### src/rtl/core/pcjp_pkg.sv
package pcjp_pkg;

  // Build-time choices
  localparam int CORDIC_STEPS = 16;
  localparam int COORD_BITS   = 16;

  // Field widths
  localparam int ANG_W   = 17;
  localparam int JOINT_W = 16;
  localparam int LINK_W  = 10;
  localparam int SUM_W   = 16;
  localparam int WORK_W  = 18;
  localparam int WIDE_W  = 32;

  localparam logic [LINK_W-1:0] LINK_RESET = 10'd50;

  // Angle sum wraps at one full turn in hundredths of a degree
  localparam logic [SUM_W-1:0]         SUM_LIMIT = 16'd36000;
  localparam logic signed [WORK_W-1:0] WORK_TURN = 18'sd36000;

  // Shared multiplier
  localparam int MUL_W = 27;
  localparam int PROD_W = 2 * MUL_W;

  // Binary angle: b = s*QUOT + (s*REM + BIAS) / 1125, 2^27 = 1125*QUOT + REM
  localparam logic signed [MUL_W-1:0] BA_REM   = 27'sd728;
  localparam logic signed [MUL_W-1:0] BA_QUOT  = 27'sd119304;
  localparam logic signed [MUL_W-1:0] BA_BIAS  = 27'sd562;
  localparam logic signed [MUL_W-1:0] BA_RECIP = 27'sd61083980;
  localparam int BA_SHIFT = 36;
  localparam int QLO_W    = 15;
  localparam int BANG_W   = 32;

  // CORDIC
  localparam int ITER_W     = $clog2(CORDIC_STEPS);
  localparam int ATAN_IDX_W = 5;
  localparam int XY_W       = 34;
  localparam int Z_W        = 33;
  localparam logic signed [XY_W-1:0] GAIN_Q30 = 34'sd652032874;
  localparam logic [ITER_W-1:0] ITER_LAST = ITER_W'(CORDIC_STEPS - 1);

  // Coordinate limits
  localparam logic signed [WIDE_W-1:0] COORD_MAX = (32'sd1 <<< (COORD_BITS - 1)) - 32'sd1;
  localparam logic signed [WIDE_W-1:0] COORD_MIN = -(32'sd1 <<< (COORD_BITS - 1));

  typedef enum logic [3:0] {
    S_IDLE,
    S_WRAP,
    S_BA1,
    S_BA2,
    S_BA3,
    S_CORD,
    S_ROUND,
    S_STEPX,
    S_STEPY
  } pcjp_state_t;

  typedef struct packed {
    logic              load;
    logic              step;
    logic [ITER_W-1:0] idx;
  } pcjp_cordic_ctrl_t;

  function automatic logic signed [COORD_BITS-1:0] sat_coord(
    input logic signed [WIDE_W-1:0] v
  );
    if (v > COORD_MAX) begin
      return COORD_MAX[COORD_BITS-1:0];
    end else if (v < COORD_MIN) begin
      return COORD_MIN[COORD_BITS-1:0];
    end
    return v[COORD_BITS-1:0];
  endfunction

endpackage

### src/rtl/core/pcjp_if.sv
interface pcjp_in_if;
  import pcjp_pkg::*;

  logic                    valid;
  logic                    ready;
  logic signed [ANG_W-1:0] angle_centideg;
  logic                    chain_start;
  logic signed [JOINT_W-1:0] base_x;
  logic signed [JOINT_W-1:0] base_y;

  modport source (output valid, output angle_centideg, output chain_start,
                  output base_x, output base_y, input ready);
  modport sink (input valid, input angle_centideg, input chain_start,
                input base_x, input base_y, output ready);
endinterface

interface pcjp_out_if;
  import pcjp_pkg::*;

  logic                      valid;
  logic                      ready;
  logic signed [JOINT_W-1:0] joint_x;
  logic signed [JOINT_W-1:0] joint_y;

  modport source (output valid, output joint_x, output joint_y, input ready);
  modport sink (input valid, input joint_x, input joint_y, output ready);
endinterface

### src/rtl/core/pcjp_mul.sv
module pcjp_mul (
  input  logic                             clk,
  input  logic signed [pcjp_pkg::MUL_W-1:0]  a,
  input  logic signed [pcjp_pkg::MUL_W-1:0]  b,
  output logic signed [pcjp_pkg::PROD_W-1:0] p_r
);
  import pcjp_pkg::*;

  // Register the product; the sequencer reads it in the cycle after issue
  always_ff @(posedge clk) begin
    p_r <= a * b;
  end

endmodule

### src/rtl/core/pcjp_cordic.sv
module pcjp_cordic (
  input  logic                                clk,
  input  pcjp_pkg::pcjp_cordic_ctrl_t         ctrl,
  input  logic signed [pcjp_pkg::Z_W-1:0]     z0,
  output logic signed [pcjp_pkg::XY_W-1:0]    x_r,
  output logic signed [pcjp_pkg::XY_W-1:0]    y_r
);
  import pcjp_pkg::*;

  logic signed [Z_W-1:0]  z_r;
  logic signed [XY_W-1:0] x_nxt, y_nxt, x_sh, y_sh;
  logic signed [Z_W-1:0]  z_nxt;
  logic [Z_W-1:0]         atan_v;

  // Arctangent of 2^-i in binary-angle units (full turn = 2^32)
  function automatic logic [Z_W-1:0] atan_lookup(input logic [ATAN_IDX_W-1:0] i);
    unique case (i)
      5'd0:  return 33'd536870912;
      5'd1:  return 33'd316933406;
      5'd2:  return 33'd167458907;
      5'd3:  return 33'd85004756;
      5'd4:  return 33'd42667331;
      5'd5:  return 33'd21354465;
      5'd6:  return 33'd10679838;
      5'd7:  return 33'd5340245;
      5'd8:  return 33'd2670163;
      5'd9:  return 33'd1335087;
      5'd10: return 33'd667544;
      5'd11: return 33'd333772;
      5'd12: return 33'd166886;
      5'd13: return 33'd83443;
      5'd14: return 33'd41722;
      5'd15: return 33'd20861;
      5'd16: return 33'd10430;
      5'd17: return 33'd5215;
      5'd18: return 33'd2608;
      5'd19: return 33'd1304;
      5'd20: return 33'd652;
      5'd21: return 33'd326;
      5'd22: return 33'd163;
      5'd23: return 33'd81;
      default: return '0;
    endcase
  endfunction

  always_comb begin
    x_sh   = y_r >>> ctrl.idx;
    y_sh   = x_r >>> ctrl.idx;
    atan_v = atan_lookup(ATAN_IDX_W'(ctrl.idx));
    if (!z_r[Z_W-1]) begin
      x_nxt = x_r - x_sh;
      y_nxt = y_r + y_sh;
      z_nxt = z_r - signed'(atan_v);
    end else begin
      x_nxt = x_r + x_sh;
      y_nxt = y_r - y_sh;
      z_nxt = z_r + signed'(atan_v);
    end
  end

  always_ff @(posedge clk) begin
    if (ctrl.load) begin
      x_r <= GAIN_Q30;
      y_r <= '0;
      z_r <= z0;
    end else if (ctrl.step) begin
      x_r <= x_nxt;
      y_r <= y_nxt;
      z_r <= z_nxt;
    end
  end

endmodule

### src/rtl/core/planar_chain_joint_points.sv
// Planar chain forward kinematics. Each request carries one joint angle in
// hundredths of a degree; a request with chain_start set also loads the base
// point and clears the running angle sum. The block answers every request
// with the current joint point, then adds the angle to the sum (modulo 36000)
// and moves the point by link_length*sin and link_length*cos of the sum, so a
// chain's last angle never shows. link_length is written through cfg_we /
// cfg_wdata only while the block is idle (the user's rule; the block does
// not enforce it) and resets to 50. Before the next request is accepted, the
// sequencer wraps the sum into one turn and runs three passes
// through the shared multiplier for the binary angle, CORDIC_STEPS rotations
// on the shared CORDIC stage and two more multiplier passes for the x and y
// steps. The answer sits in an output register while the move is worked out;
// the next request is taken only once that answer has left or leaves in the
// same cycle, so a stalled sink can hold off the next request.
module planar_chain_joint_points (
  input  logic                           clk,
  input  logic                           rst_n,
  input  logic                           cfg_we,
  input  logic [pcjp_pkg::LINK_W-1:0]    cfg_wdata,
  pcjp_in_if.sink                        in_req,
  pcjp_out_if.source                     out_res
);
  import pcjp_pkg::*;

  // Sequencer and architectural state
  pcjp_state_t              state_r, state_nxt;
  logic [ITER_W-1:0]        iter_r, iter_nxt;
  logic signed [WORK_W-1:0] work_r, work_nxt;
  logic [SUM_W-1:0]         sum_r, sum_nxt;
  logic signed [COORD_BITS-1:0] px_r, px_nxt, py_r, py_nxt;
  logic [LINK_W-1:0]        link_r, link_nxt;
  logic                     flip_r, flip_nxt;
  logic [QLO_W-1:0]         qlo_r, qlo_nxt;
  logic signed [JOINT_W-1:0] cos_r, cos_nxt;

  // Output register
  logic                      out_vld_r, out_vld_nxt;
  logic signed [JOINT_W-1:0] out_x_r, out_x_nxt, out_y_r, out_y_nxt;

  // Shared units
  logic signed [MUL_W-1:0]  mul_a, mul_b;
  logic signed [PROD_W-1:0] mul_p;
  pcjp_cordic_ctrl_t        cctl;
  logic signed [Z_W-1:0]    cz0;
  logic signed [XY_W-1:0]   cx, cy, xf, yf;
  logic signed [JOINT_W-1:0] sin_q15, cos_q15;

  // Helpers
  logic                          in_rdy;
  logic signed [COORD_BITS-1:0]  start_x, start_y;
  logic signed [WIDE_W-1:0]      start_xw, start_yw, px_w, py_w;
  logic signed [WORK_W-1:0]      work_start;
  logic [BANG_W-1:0]             bang, bang_f;
  logic                          bang_flip;
  logic signed [MUL_W-1:0]       link_m;

  localparam logic signed [XY_W-1:0] Q15_HALF = 34'sd16384;
  localparam logic signed [XY_W-1:0] Q15_MAX  = 34'sd32767;
  localparam logic signed [XY_W-1:0] Q15_MIN  = -34'sd32768;

  // Round Q4.30 to Q1.15 (floor after half-step bias), then clamp
  function automatic logic signed [JOINT_W-1:0] to_q15(input logic signed [XY_W-1:0] v);
    logic signed [XY_W-1:0] t;
    t = (v + Q15_HALF) >>> 15;
    if (t > Q15_MAX) begin
      return Q15_MAX[JOINT_W-1:0];
    end else if (t < Q15_MIN) begin
      return Q15_MIN[JOINT_W-1:0];
    end
    return t[JOINT_W-1:0];
  endfunction

  // Divide the product by 2^15, truncating toward zero; |product| < 2^26
  function automatic logic signed [WIDE_W-1:0] step_trunc(input logic signed [PROD_W-1:0] p);
    logic signed [WIDE_W-1:0] v;
    v = p[WIDE_W-1:0];
    if (v[WIDE_W-1]) begin
      v = v + 32'sd32767;
    end
    return v >>> 15;
  endfunction

  pcjp_mul u_mul (
    .clk (clk),
    .a   (mul_a),
    .b   (mul_b),
    .p_r (mul_p)
  );

  pcjp_cordic u_cordic (
    .clk  (clk),
    .ctrl (cctl),
    .z0   (cz0),
    .x_r  (cx),
    .y_r  (cy)
  );

  // Base point on chain start, otherwise the point held from the last joint
  assign start_x  = in_req.chain_start ?
                    sat_coord({{(WIDE_W-JOINT_W){in_req.base_x[JOINT_W-1]}}, in_req.base_x}) :
                    px_r;
  assign start_y  = in_req.chain_start ?
                    sat_coord({{(WIDE_W-JOINT_W){in_req.base_y[JOINT_W-1]}}, in_req.base_y}) :
                    py_r;
  assign start_xw = {{(WIDE_W-COORD_BITS){start_x[COORD_BITS-1]}}, start_x};
  assign start_yw = {{(WIDE_W-COORD_BITS){start_y[COORD_BITS-1]}}, start_y};
  assign px_w     = {{(WIDE_W-COORD_BITS){px_r[COORD_BITS-1]}}, px_r};
  assign py_w     = {{(WIDE_W-COORD_BITS){py_r[COORD_BITS-1]}}, py_r};

  // Raw sum before wrap: cleared sum on chain start
  assign work_start = signed'({{(WORK_W-SUM_W){1'b0}},
                               (in_req.chain_start ? '0 : sum_r)}) +
                      {{(WORK_W-ANG_W){in_req.angle_centideg[ANG_W-1]}},
                       in_req.angle_centideg};

  // Binary angle; fold the left half-plane onto the right and flag the negation
  assign bang      = mul_p[BANG_W-1:0] + {{(BANG_W-QLO_W){1'b0}}, qlo_r};
  assign bang_flip = bang[BANG_W-1] ^ bang[BANG_W-2];
  assign bang_f    = {bang[BANG_W-1] ^ bang_flip, bang[BANG_W-2:0]};

  assign xf      = flip_r ? -cx : cx;
  assign yf      = flip_r ? -cy : cy;
  assign sin_q15 = to_q15(yf);
  assign cos_q15 = to_q15(xf);
  assign link_m  = signed'({{(MUL_W-LINK_W){1'b0}}, link_r});

  always_comb begin
    state_nxt   = state_r;
    iter_nxt    = iter_r;
    work_nxt    = work_r;
    sum_nxt     = sum_r;
    px_nxt      = px_r;
    py_nxt      = py_r;
    flip_nxt    = flip_r;
    qlo_nxt     = qlo_r;
    cos_nxt     = cos_r;
    out_x_nxt   = out_x_r;
    out_y_nxt   = out_y_r;
    out_vld_nxt = out_vld_r;
    link_nxt    = cfg_we ? cfg_wdata : link_r;
    mul_a       = '0;
    mul_b       = '0;
    cctl        = '0;
    cz0         = '0;
    in_rdy      = 1'b0;

    // Drop the held answer once the sink takes it
    if (out_vld_r && out_res.ready) begin
      out_vld_nxt = 1'b0;
    end

    unique case (state_r)
      S_IDLE: begin
        in_rdy = !out_vld_r || out_res.ready;
        if (in_req.valid && in_rdy) begin
          // Answer with the current point right away, then start the move
          px_nxt      = start_x;
          py_nxt      = start_y;
          out_x_nxt   = start_xw[JOINT_W-1:0];
          out_y_nxt   = start_yw[JOINT_W-1:0];
          out_vld_nxt = 1'b1;
          work_nxt    = work_start;
          state_nxt   = S_WRAP;
        end
      end
      S_WRAP: begin
        // Wrap into one turn, one correction a cycle
        if (work_r[WORK_W-1]) begin
          work_nxt = work_r + WORK_TURN;
        end else if (work_r >= WORK_TURN) begin
          work_nxt = work_r - WORK_TURN;
        end else begin
          sum_nxt   = work_r[SUM_W-1:0];
          mul_a     = signed'({{(MUL_W-SUM_W){1'b0}}, work_r[SUM_W-1:0]});
          mul_b     = BA_REM;
          state_nxt = S_BA1;
        end
      end
      S_BA1: begin
        // Divide s*REM + BIAS by 1125 through the reciprocal
        mul_a     = mul_p[MUL_W-1:0] + BA_BIAS;
        mul_b     = BA_RECIP;
        state_nxt = S_BA2;
      end
      S_BA2: begin
        qlo_nxt   = mul_p[BA_SHIFT +: QLO_W];
        mul_a     = signed'({{(MUL_W-SUM_W){1'b0}}, sum_r});
        mul_b     = BA_QUOT;
        state_nxt = S_BA3;
      end
      S_BA3: begin
        flip_nxt  = bang_flip;
        cz0       = {bang_f[BANG_W-1], bang_f};
        cctl.load = 1'b1;
        iter_nxt  = '0;
        state_nxt = S_CORD;
      end
      S_CORD: begin
        cctl.step = 1'b1;
        cctl.idx  = iter_r;
        if (iter_r == ITER_LAST) begin
          state_nxt = S_ROUND;
        end else begin
          iter_nxt = iter_r + 1'b1;
        end
      end
      S_ROUND: begin
        cos_nxt   = cos_q15;
        mul_a     = link_m;
        mul_b     = {{(MUL_W-JOINT_W){sin_q15[JOINT_W-1]}}, sin_q15};
        state_nxt = S_STEPX;
      end
      S_STEPX: begin
        px_nxt    = sat_coord(px_w + step_trunc(mul_p));
        mul_a     = link_m;
        mul_b     = {{(MUL_W-JOINT_W){cos_r[JOINT_W-1]}}, cos_r};
        state_nxt = S_STEPY;
      end
      S_STEPY: begin
        py_nxt    = sat_coord(py_w + step_trunc(mul_p));
        state_nxt = S_IDLE;
      end
      default: begin
        state_nxt = S_IDLE;
      end
    endcase
  end

  // Control state and architectural state
  always_ff @(posedge clk) begin
    if (!rst_n) begin
      state_r   <= S_IDLE;
      iter_r    <= '0;
      sum_r     <= '0;
      px_r      <= '0;
      py_r      <= '0;
      link_r    <= LINK_RESET;
      out_vld_r <= 1'b0;
    end else begin
      state_r   <= state_nxt;
      iter_r    <= iter_nxt;
      sum_r     <= sum_nxt;
      px_r      <= px_nxt;
      py_r      <= py_nxt;
      link_r    <= link_nxt;
      out_vld_r <= out_vld_nxt;
    end
  end

  // Working payload, no reset
  always_ff @(posedge clk) begin
    work_r  <= work_nxt;
    flip_r  <= flip_nxt;
    qlo_r   <= qlo_nxt;
    cos_r   <= cos_nxt;
    out_x_r <= out_x_nxt;
    out_y_r <= out_y_nxt;
  end

  assign in_req.ready    = in_rdy;
  assign out_res.valid   = out_vld_r;
  assign out_res.joint_x = out_x_r;
  assign out_res.joint_y = out_y_r;

`ifndef SYNTHESIS
  a_accept_answers: assert property (@(posedge clk) disable iff (!rst_n)
    (in_req.valid && in_req.ready) |=> out_res.valid)
    else $error("accepted request left no answer");

  a_sum_in_turn: assert property (@(posedge clk) disable iff (!rst_n)
    sum_r < SUM_LIMIT)
    else $error("angle sum outside one turn");

  a_busy_blocks: assert property (@(posedge clk) disable iff (!rst_n)
    (state_r != S_IDLE) |-> !in_req.ready)
    else $error("request taken while a joint is in progress");

  a_iter_bound: assert property (@(posedge clk) disable iff (!rst_n)
    (state_r == S_CORD) |-> (iter_r <= ITER_LAST))
    else $error("rotation count past last step");
`endif

endmodule

### src/flat_wrapper.sv
// flat-port wrapper written by rule: the top's interface ports become plain ports
module planar_chain_joint_points_flat import pcjp_pkg::*;
  (clk, rst_n, cfg_we, cfg_wdata, in_req_valid, in_req_angle_centideg, in_req_chain_start, in_req_base_x, in_req_base_y, in_req_ready, out_res_valid, out_res_joint_x, out_res_joint_y, out_res_ready);
  pcjp_in_if in_req_i ();
  pcjp_out_if out_res_i ();
  input  logic clk;
  input  logic rst_n;
  input  logic cfg_we;
  input  logic [pcjp_pkg::LINK_W-1:0] cfg_wdata;
  input wire logic [$bits(in_req_i.valid)-1:0] in_req_valid;
  input wire logic [$bits(in_req_i.angle_centideg)-1:0] in_req_angle_centideg;
  input wire logic [$bits(in_req_i.chain_start)-1:0] in_req_chain_start;
  input wire logic [$bits(in_req_i.base_x)-1:0] in_req_base_x;
  input wire logic [$bits(in_req_i.base_y)-1:0] in_req_base_y;
  output wire logic [$bits(in_req_i.ready)-1:0] in_req_ready;
  output wire logic [$bits(out_res_i.valid)-1:0] out_res_valid;
  output wire logic [$bits(out_res_i.joint_x)-1:0] out_res_joint_x;
  output wire logic [$bits(out_res_i.joint_y)-1:0] out_res_joint_y;
  input wire logic [$bits(out_res_i.ready)-1:0] out_res_ready;
  assign in_req_i.valid = in_req_valid;
  assign in_req_i.angle_centideg = in_req_angle_centideg;
  assign in_req_i.chain_start = in_req_chain_start;
  assign in_req_i.base_x = in_req_base_x;
  assign in_req_i.base_y = in_req_base_y;
  assign in_req_ready = in_req_i.ready;
  assign out_res_valid = out_res_i.valid;
  assign out_res_joint_x = out_res_i.joint_x;
  assign out_res_joint_y = out_res_i.joint_y;
  assign out_res_i.ready = out_res_ready;
  planar_chain_joint_points u_core (.clk(clk), .rst_n(rst_n), .cfg_we(cfg_we), .cfg_wdata(cfg_wdata), .in_req(in_req_i), .out_res(out_res_i));
endmodule
### config.mk
export PLATFORM = sky130hd
export DESIGN_NAME = planar_chain_joint_points_flat
export DESIGN_NICKNAME = d
export VERILOG_FILES = /design/src/rtl/core/pcjp_pkg.sv /design/src/rtl/core/pcjp_if.sv /design/src/rtl/core/pcjp_mul.sv /design/src/rtl/core/pcjp_cordic.sv /design/src/rtl/core/planar_chain_joint_points.sv /design/src/flat_wrapper.sv
export SDC_FILE = /design/constraint.sdc
export NUM_CORES = 2
export LEC_CHECK = 0
export BUFFER_PORTS_ARGS = -buffer_cell sky130_fd_sc_hd__buf_2
export CAP_MARGIN = 25
export CORE_MARGIN = 2
export CORE_UTILIZATION = 60
export CTS_CLUSTER_DIAMETER = 120
export CTS_CLUSTER_SIZE = 14
export DETAILED_ROUTE_END_ITERATION = 6
export PLACE_DENSITY_LB_ADDON = 0.15
export SLEW_MARGIN = 10
export SYNTH_ARGS = -nofsm -noshare
export SYNTH_HDL_FRONTEND = slang
export SYNTH_HIERARCHICAL = 1
export SYNTH_SLANG_ARGS = --single-unit
### constraint.sdc
create_clock -name clk -period 13.2 [get_ports clk]
set_input_delay 1.32 -clock clk [delete_from_list [all_inputs] [get_ports clk]]
set_output_delay 1.32 -clock clk [all_outputs]
set_load 0.01 [all_outputs]
## Yosys cells after proc, flatten, opt, wreduce, memory -nomap -nowiden

Memories as Yosys holds them, arrays and structs flattened.
Index checks and enable logic that the tools add are counted.

- Register bits after elaboration: 301
- Output and inout bits: 34
- Bits of input ports: 65
- Memory bits (read-only): 480
- Memories kept: 1
- Word-level logic and storage cells: 165

Memory list:

| memory | depth | width | read ports | clocked after Yosys merged registers in | wr ports | RTL line | RTL |
|---|---|---|---|---|---|---|---|
| (no name shown) | 16 | 30 | 1 | 0 | 0 | pcjp_cordic.sv:17 | `unique case (i)` |

- Add/subtract/negate cells: 19
- Equal/unequal tests: 15
- Bitwise gates (word level): 4
- Shift-type cells: 2
- Reduce and logical (&&, ||, !) cells: 19
- Order comparisons: 13
- Multipliers: 1
- Mux-type cells: 73

Operators by type and width:

| operator | number |
|---|---|
| 16-bit two-way mux | 24 |
| 34-bit two-way mux | 4 |
| 27-bit case mux with 5 select lines | 1 |
| 33-bit two-way mux | 4 |
| 27-bit case mux with 4 select lines | 1 |
| 32-bit two-way mux | 3 |
| 34-bit by 16-bit adder with 34-bit output, second input constant | 2 |
| 34-bit adder | 2 |
| 34-bit negator | 2 |
| 34-bit by 4-bit >>> shifter with 34-bit output | 2 |
| 34-bit subtractor | 2 |
| 32-bit by 16-bit greater-than comparator with 1-bit output, second input constant | 2 |
| 32-bit by 16-bit less-than comparator with 1-bit output, second input constant | 2 |
| 16-bit case mux with 2 select lines | 2 |
| 18-bit two-way mux | 3 |
| 27-bit by 27-bit multiplier with 51-bit output | 1 |
| 19-bit by 16-bit greater-than comparator with 1-bit output, second input constant | 2 |
| 19-bit by 16-bit less-than comparator with 1-bit output, second input constant | 2 |
| 16-bit by 17-bit adder with 18-bit output | 2 |
| 18-bit case mux with 2 select lines | 1 |
| 33-bit adder | 1 |
| 33-bit subtractor | 1 |
| 32-bit by 15-bit adder with 32-bit output | 1 |
| 32-bit by 16-bit adder with 32-bit output, second input constant | 1 |
| 33 further kinds | 78 |

## Longest topological paths before layout

- Depth after elaboration: 10
- Depth in mapped cells: 43
- Gate-level depth less buffers: 37

## By module

Netlist, hierarchy kept.

Modules (own cells, without submodules):

| module | times used | area an instance (um^2) | cells an instance | sequential area each (um^2) |
|---|---|---|---|---|
| pcjp_mul | 1 | 27388.8 | 2971 | 1081.0 |
| pcjp_cordic | 1 | 14802.9 | 1813 | 2352.3 |
| planar_chain_joint_points | 1 | 13648.1 | 1696 | 3803.6 |

## Worst setup path after synthesis

No wires, ideal clock.

- Path kind: register -> register
- Start: reg u_core.flip_r
- End: reg u_core/u_mul/p_r[53] (netlist name)
- Cell stages (with the launch flop): 40
- Path buffers: 7
- Period minus slack after synthesis: 10770 ps
- Library setup time: 72 ps
- Data required time: 13128 ps
- Arrival time: 10697 ps
- Slack: 2430 ps
- Path through: edfxtp_1 -> clkbuf_1 -> clkbuf_1 -> clkbuf_1 -> buf_1 -> o21ai_0 -> xnor2_1 -> ha_1 -> inv_1 -> a211oi_1 -> o2111a_1 -> xor2_1 -> mux2i_1 -> o21ai_1 -> buf_2 -> a31oi_1 -> clkbuf_1 -> nand2_1 -> [4 not listed] -> fa_1 -> inv_1 -> fa_1 -> fa_1 -> fa_1 -> inv_1 -> fa_1 -> inv_1 -> ha_1 -> clkbuf_1 -> o21ai_0 -> or2b_2 -> and3_2 -> a22o_1 -> a21oi_4 -> o211ai_2 -> o31ai_2 -> xnor2_1

RTL lines:

| element | RTL line | RTL |
|---|---|---|
| from (decl) | planar_chain_joint_points.sv:32 | `logic flip_r, flip_nxt;` |
| from (signal assigned) | planar_chain_joint_points.sv:253 | `flip_r <= flip_nxt;` |

## Worst setup path in the final report

- Start: reg u_core/u_cordic/y_r[3] in the netlist's numbering
- End: reg u_core/u_mul/p_r[47] in the netlist's numbering

- Longest elaborated chain between the ends: 9
- Elaborated cells on any way between the ends: 11
- Classes of those cells: add/sub (2); mul (1); order compare (2); mux (6)

RTL lines:

| element | RTL line | RTL |
|---|---|---|
| from (decl) | pcjp_cordic.sv:6 | `output logic signed [pcjp_pkg::XY_W-1:0] y_r` |
| from (signal assigned) | pcjp_cordic.sv:68 | `y_r <= y_nxt;` |
| 34-bit negator | planar_chain_joint_points.sv:122 | `assign yf = flip_r ? -cy : cy;` |
| 34-bit two-way mux * | planar_chain_joint_points.sv:122 |  |
| 34-bit by 16-bit adder with 34-bit output * | planar_chain_joint_points.sv:64 | `t = (v + Q15_HALF) >>> 15;` |
| 19-bit by 16-bit less-than comparator with 1-bit output | planar_chain_joint_points.sv:67 | `end else if (t < Q15_MIN) begin` |
| 1-bit two-way mux | planar_chain_joint_points.sv:67 |  |
| 1-bit two-way mux | planar_chain_joint_points.sv:65 | `if (t > Q15_MAX) begin` |
| 16-bit two-way mux * | planar_chain_joint_points.sv:70 | `return t[JOINT_W-1:0];` |
| 27-bit case mux with 5 select lines * | planar_chain_joint_points.sv:152 | `unique case (state_r)` |
| named net u_core.mul_b[8] | planar_chain_joint_points.sv:41 | `logic signed [MUL_W-1:0] mul_a, mul_b;` |
| 27-bit by 27-bit multiplier with 51-bit output * | pcjp_mul.sv:11 | `p_r <= a * b;` |
| to (signal assigned) | pcjp_mul.sv:11 |  |
| to (decl) | pcjp_mul.sv:5 | `output logic signed [pcjp_pkg::PROD_W-1:0] p_r` |

The timed path passes the listed nets; every way through them passes the cells marked *.
A chain may end at the register's enable or synchronous reset.

==> reports/qor.txt <==
Result of the run: finished, final reports clean
Grt total ovfl: 0
Pin count of the biggest net entering global routing: 110
HP Class: reg2reg
Total global routing track utilization: 32.7%
Synthesis-to-layout area growth: 3.82%
Row Count: 110
Max Buffers Root-to-Sink: 3
Slowest library cell on the worst path: sky130_fd_sc_hd__fa_1
Worst slew pin tran: 1.15 ns
Proportion of power drawn by flip-flops and latches: 26.0%
Number of setup buffers added after CTS: 0
Full die area: 93900 µm²
Number of gates resized after cts: 0
Met3 usage in global routing: 3.74%
Vias after detailed routing: 45100
Internal power component: 2.99 mW
Worst clock skew on the final layout: 0.0260 ns
Setup TNS Final: 0 ns
Placed Cells incl. Taps: 7394
Clock period minus final worst setup slack: 11.74 ns
Sort of element at the start of the critical path: flip-flop
Slew Viols, Final: 0
Switching share of power: 49.1%
Port Buf Inserts: 98
Unrepaired setup endpoints after global routing: false
Number of nets in the final layout: 7399
Post-synthesis instance total: 6379
Pleak: 26.6 nW
First drt pass iteration count: 7
Rel. slew slack: 22.6%
Number of hold-slack violations in the final timing report: 0
Clock insertion delay at the later pin of the skew report: 0.61 ns
Power per cell area: 103 nW/µm²
Avg Vias per Cell: 6.05
Met1 GRT Util: 43.4%
Most utilized layer in the global route result: met2
Number of hold buffers added after cts: 0
Area of all sequential standard cells: 7100 µm²
Sort of element at the end of the critical path: flip-flop
Ratio of final minimum period to clock period: 88.9%
Critical path's largest stage delay: 0.92 ns
Htree depth: 1
Antenna violation net count after detailed routing: 0
Die span in y: 306 µm
Finished Layout Cells: 7441
Core area: 90300 µm²
Final setup violating endpoints: 0
Number of global-route vias before repair: 45100
Most frequent cell on the critical path: sky130_fd_sc_hd__fa_1
Antenna violations before repair: 5
Final core utilization: 63.1%
Total clock buffers created by CTS: 25
Starting DRT DRC Count: 3888
Fill count: 7932
Syn_area_per_cell: 8.60 µm²
HPWL reported at the end of detailed placement: 117 mm
Largest fanout on the critical path: 20
Horizontal die dimension: 306 µm
DRC viols: 0
Gp weighted congestion: 0.948
Clock slew at reported path FFs: 0.07 ns
Proportion of power drawn by the clock network: 12.6%
Clock tree from TritonCTS: yes
Clk Tree Root Cell: sky130_fd_sc_hd__clkbuf_16
Largest delay contributor family on the critical path: adder cells
Total Wirelength: 153 mm
Wire length of the first global-routing pass: 246 mm
Clk sinks: 297
Share of cells above drive strength 1: 7.34%
Psw: 2.89 mW
Fraction of met2 tracks used by global routing: 55.5%
Summed instance area of the synthesized netlist: 54900 µm²
Fmax: 85.2 MHz
Total buffers and inverters traversed by the critical path: 6
Area of the multi-input gates: 43200 µm²
Effective utilization at floorplan: 60.8%
Num ports: 99
Net count after synthesis: 7531
Critical path type: reg2reg
Routed wire length per instance: 20.5 µm
CP Data Arrival Time: 12.26 ns
Synthesis Warnings: 6
Max-cap violations: 0
Worst ir drop on vdd: 0.112 mV
Part of the power in combinational logic: 61.4%
Critical Path RT: 13.72 ns
-- state kept, by name, indices dropped and copies added (netlist names), 16 cells and up --
register,cells
u_core/u_cordic/z_r,33
u_core/u_mul/p_r,47
u_core/out_res.joint_x,16
u_core/py_r,16
u_core/cos_r,16
u_core/work_r,18
u_core/px_r,16
u_core/sum_r,16
u_core/out_res.joint_y,16
u_core/u_cordic/y_r,34
u_core/u_cordic/x_r,34
-- layout make-up --
cell class              instances  share of cell area (%)
multi-input cells            4853                    75.8
flip-flops and latches        297                    12.5
inverters                     889                    5.87
well taps                    1176                    2.58
repair buffers                181                    2.00
clock buffers                  40                    1.20
clock inverters                 3                  0.0615
diodes                          2                 0.00879
-- metrics by stage --
step | setup WS [ns] | hold WS (ns) | cell area, µm² | total power, mW
2_1_floorplan | 2.67 | 0.386 | 54900 | 4.12
3_3_place_gp | 1.48 | 0.387 | 56200 | 5.02
3_5_place_dp | 1.25 | 0.389 | 56200 | 5.06
4_1_cts | 1.25 | 0.405 | 56900 | 5.82
5_1_grt | 0.735 | 0.410 | 57000 | 6.31
6_report | 1.46 | 0.404 | 57000 | 5.88
-- path summary, 6_finish.rpt --
| path | start | to | slack, ns | cells past startpoint |
|---|---|---|---|---|
| setup / recovery | u_core/u_cordic/y_r[3] | u_core/u_mul/p_r[47] | 1.46 | 33 |
| hold / removal | u_core/u_mul/p_r[43] | u_core/qlo_r[7] | 0.40 | 0 |
| setup reg to reg | u_core/u_cordic/y_r[3] | u_core/u_mul/p_r[47] | 1.46 | 33 |
| hold reg to reg | u_core/u_mul/p_r[43] | u_core/qlo_r[7] | 0.40 | 0 |
-- worst reg2reg max path: cells and delay by family (launching register included) --
kind                     cells  cell delay, ns
AND/OR/NAND/NOR              9            3.00
flip-flops                   1            0.37
buffers and inverters        6            1.06
AO/OA/AOI/OAI                9            2.68
XOR/XNOR                     1            0.14
adder cells (fa/ha/maj)      8            4.40
-- layer usage --
layer	vias up	routed length (µm)
met1	22300	62600
met4	0	6120
met2	1652	73800
met3	317	10200
li1	20800	-
met5	-	0
-- power by group through the flow --
stage / Sequential, mW / Clock [mW] / Combinational, mW
6_report: 1.53 / 0.742 / 3.62
5_1_grt: 1.55 / 0.785 / 3.97
3_5_place_dp: 1.53 / 0 / 3.53
3_3_place_gp: 1.53 / 0 / 3.50
2_1_floorplan: 1.33 / 0 / 2.79
4_1_cts: 1.51 / 0.755 / 3.56
-- cell usage in the layout (no fill, tap or decap), types with 59 or more instances in the layout --
cell,count
sky130_fd_sc_hd__mux2i_1,109
sky130_fd_sc_hd__o21ai_0,220
sky130_fd_sc_hd__ha_1,337
sky130_fd_sc_hd__a211oi_1,59
sky130_fd_sc_hd__nor3_1,71
sky130_fd_sc_hd__and2_1,327
sky130_fd_sc_hd__a21o_1,104
sky130_fd_sc_hd__mux2_2,63
sky130_fd_sc_hd__inv_1,883
sky130_fd_sc_hd__nor2_1,390
sky130_fd_sc_hd__nand2_1,800
sky130_fd_sc_hd__buf_2,98
sky130_fd_sc_hd__nand2b_1,60
sky130_fd_sc_hd__xor2_1,145
sky130_fd_sc_hd__nor2b_1,60
sky130_fd_sc_hd__nand3_1,79
sky130_fd_sc_hd__dfxtp_1,182
sky130_fd_sc_hd__mux4_2,79
sky130_fd_sc_hd__xnor2_1,211
sky130_fd_sc_hd__edfxtp_1,115
sky130_fd_sc_hd__fa_1,750
sky130_fd_sc_hd__a21oi_1,295
sky130_fd_sc_hd__buf_4,80
(Power assumes the default switching activity.)
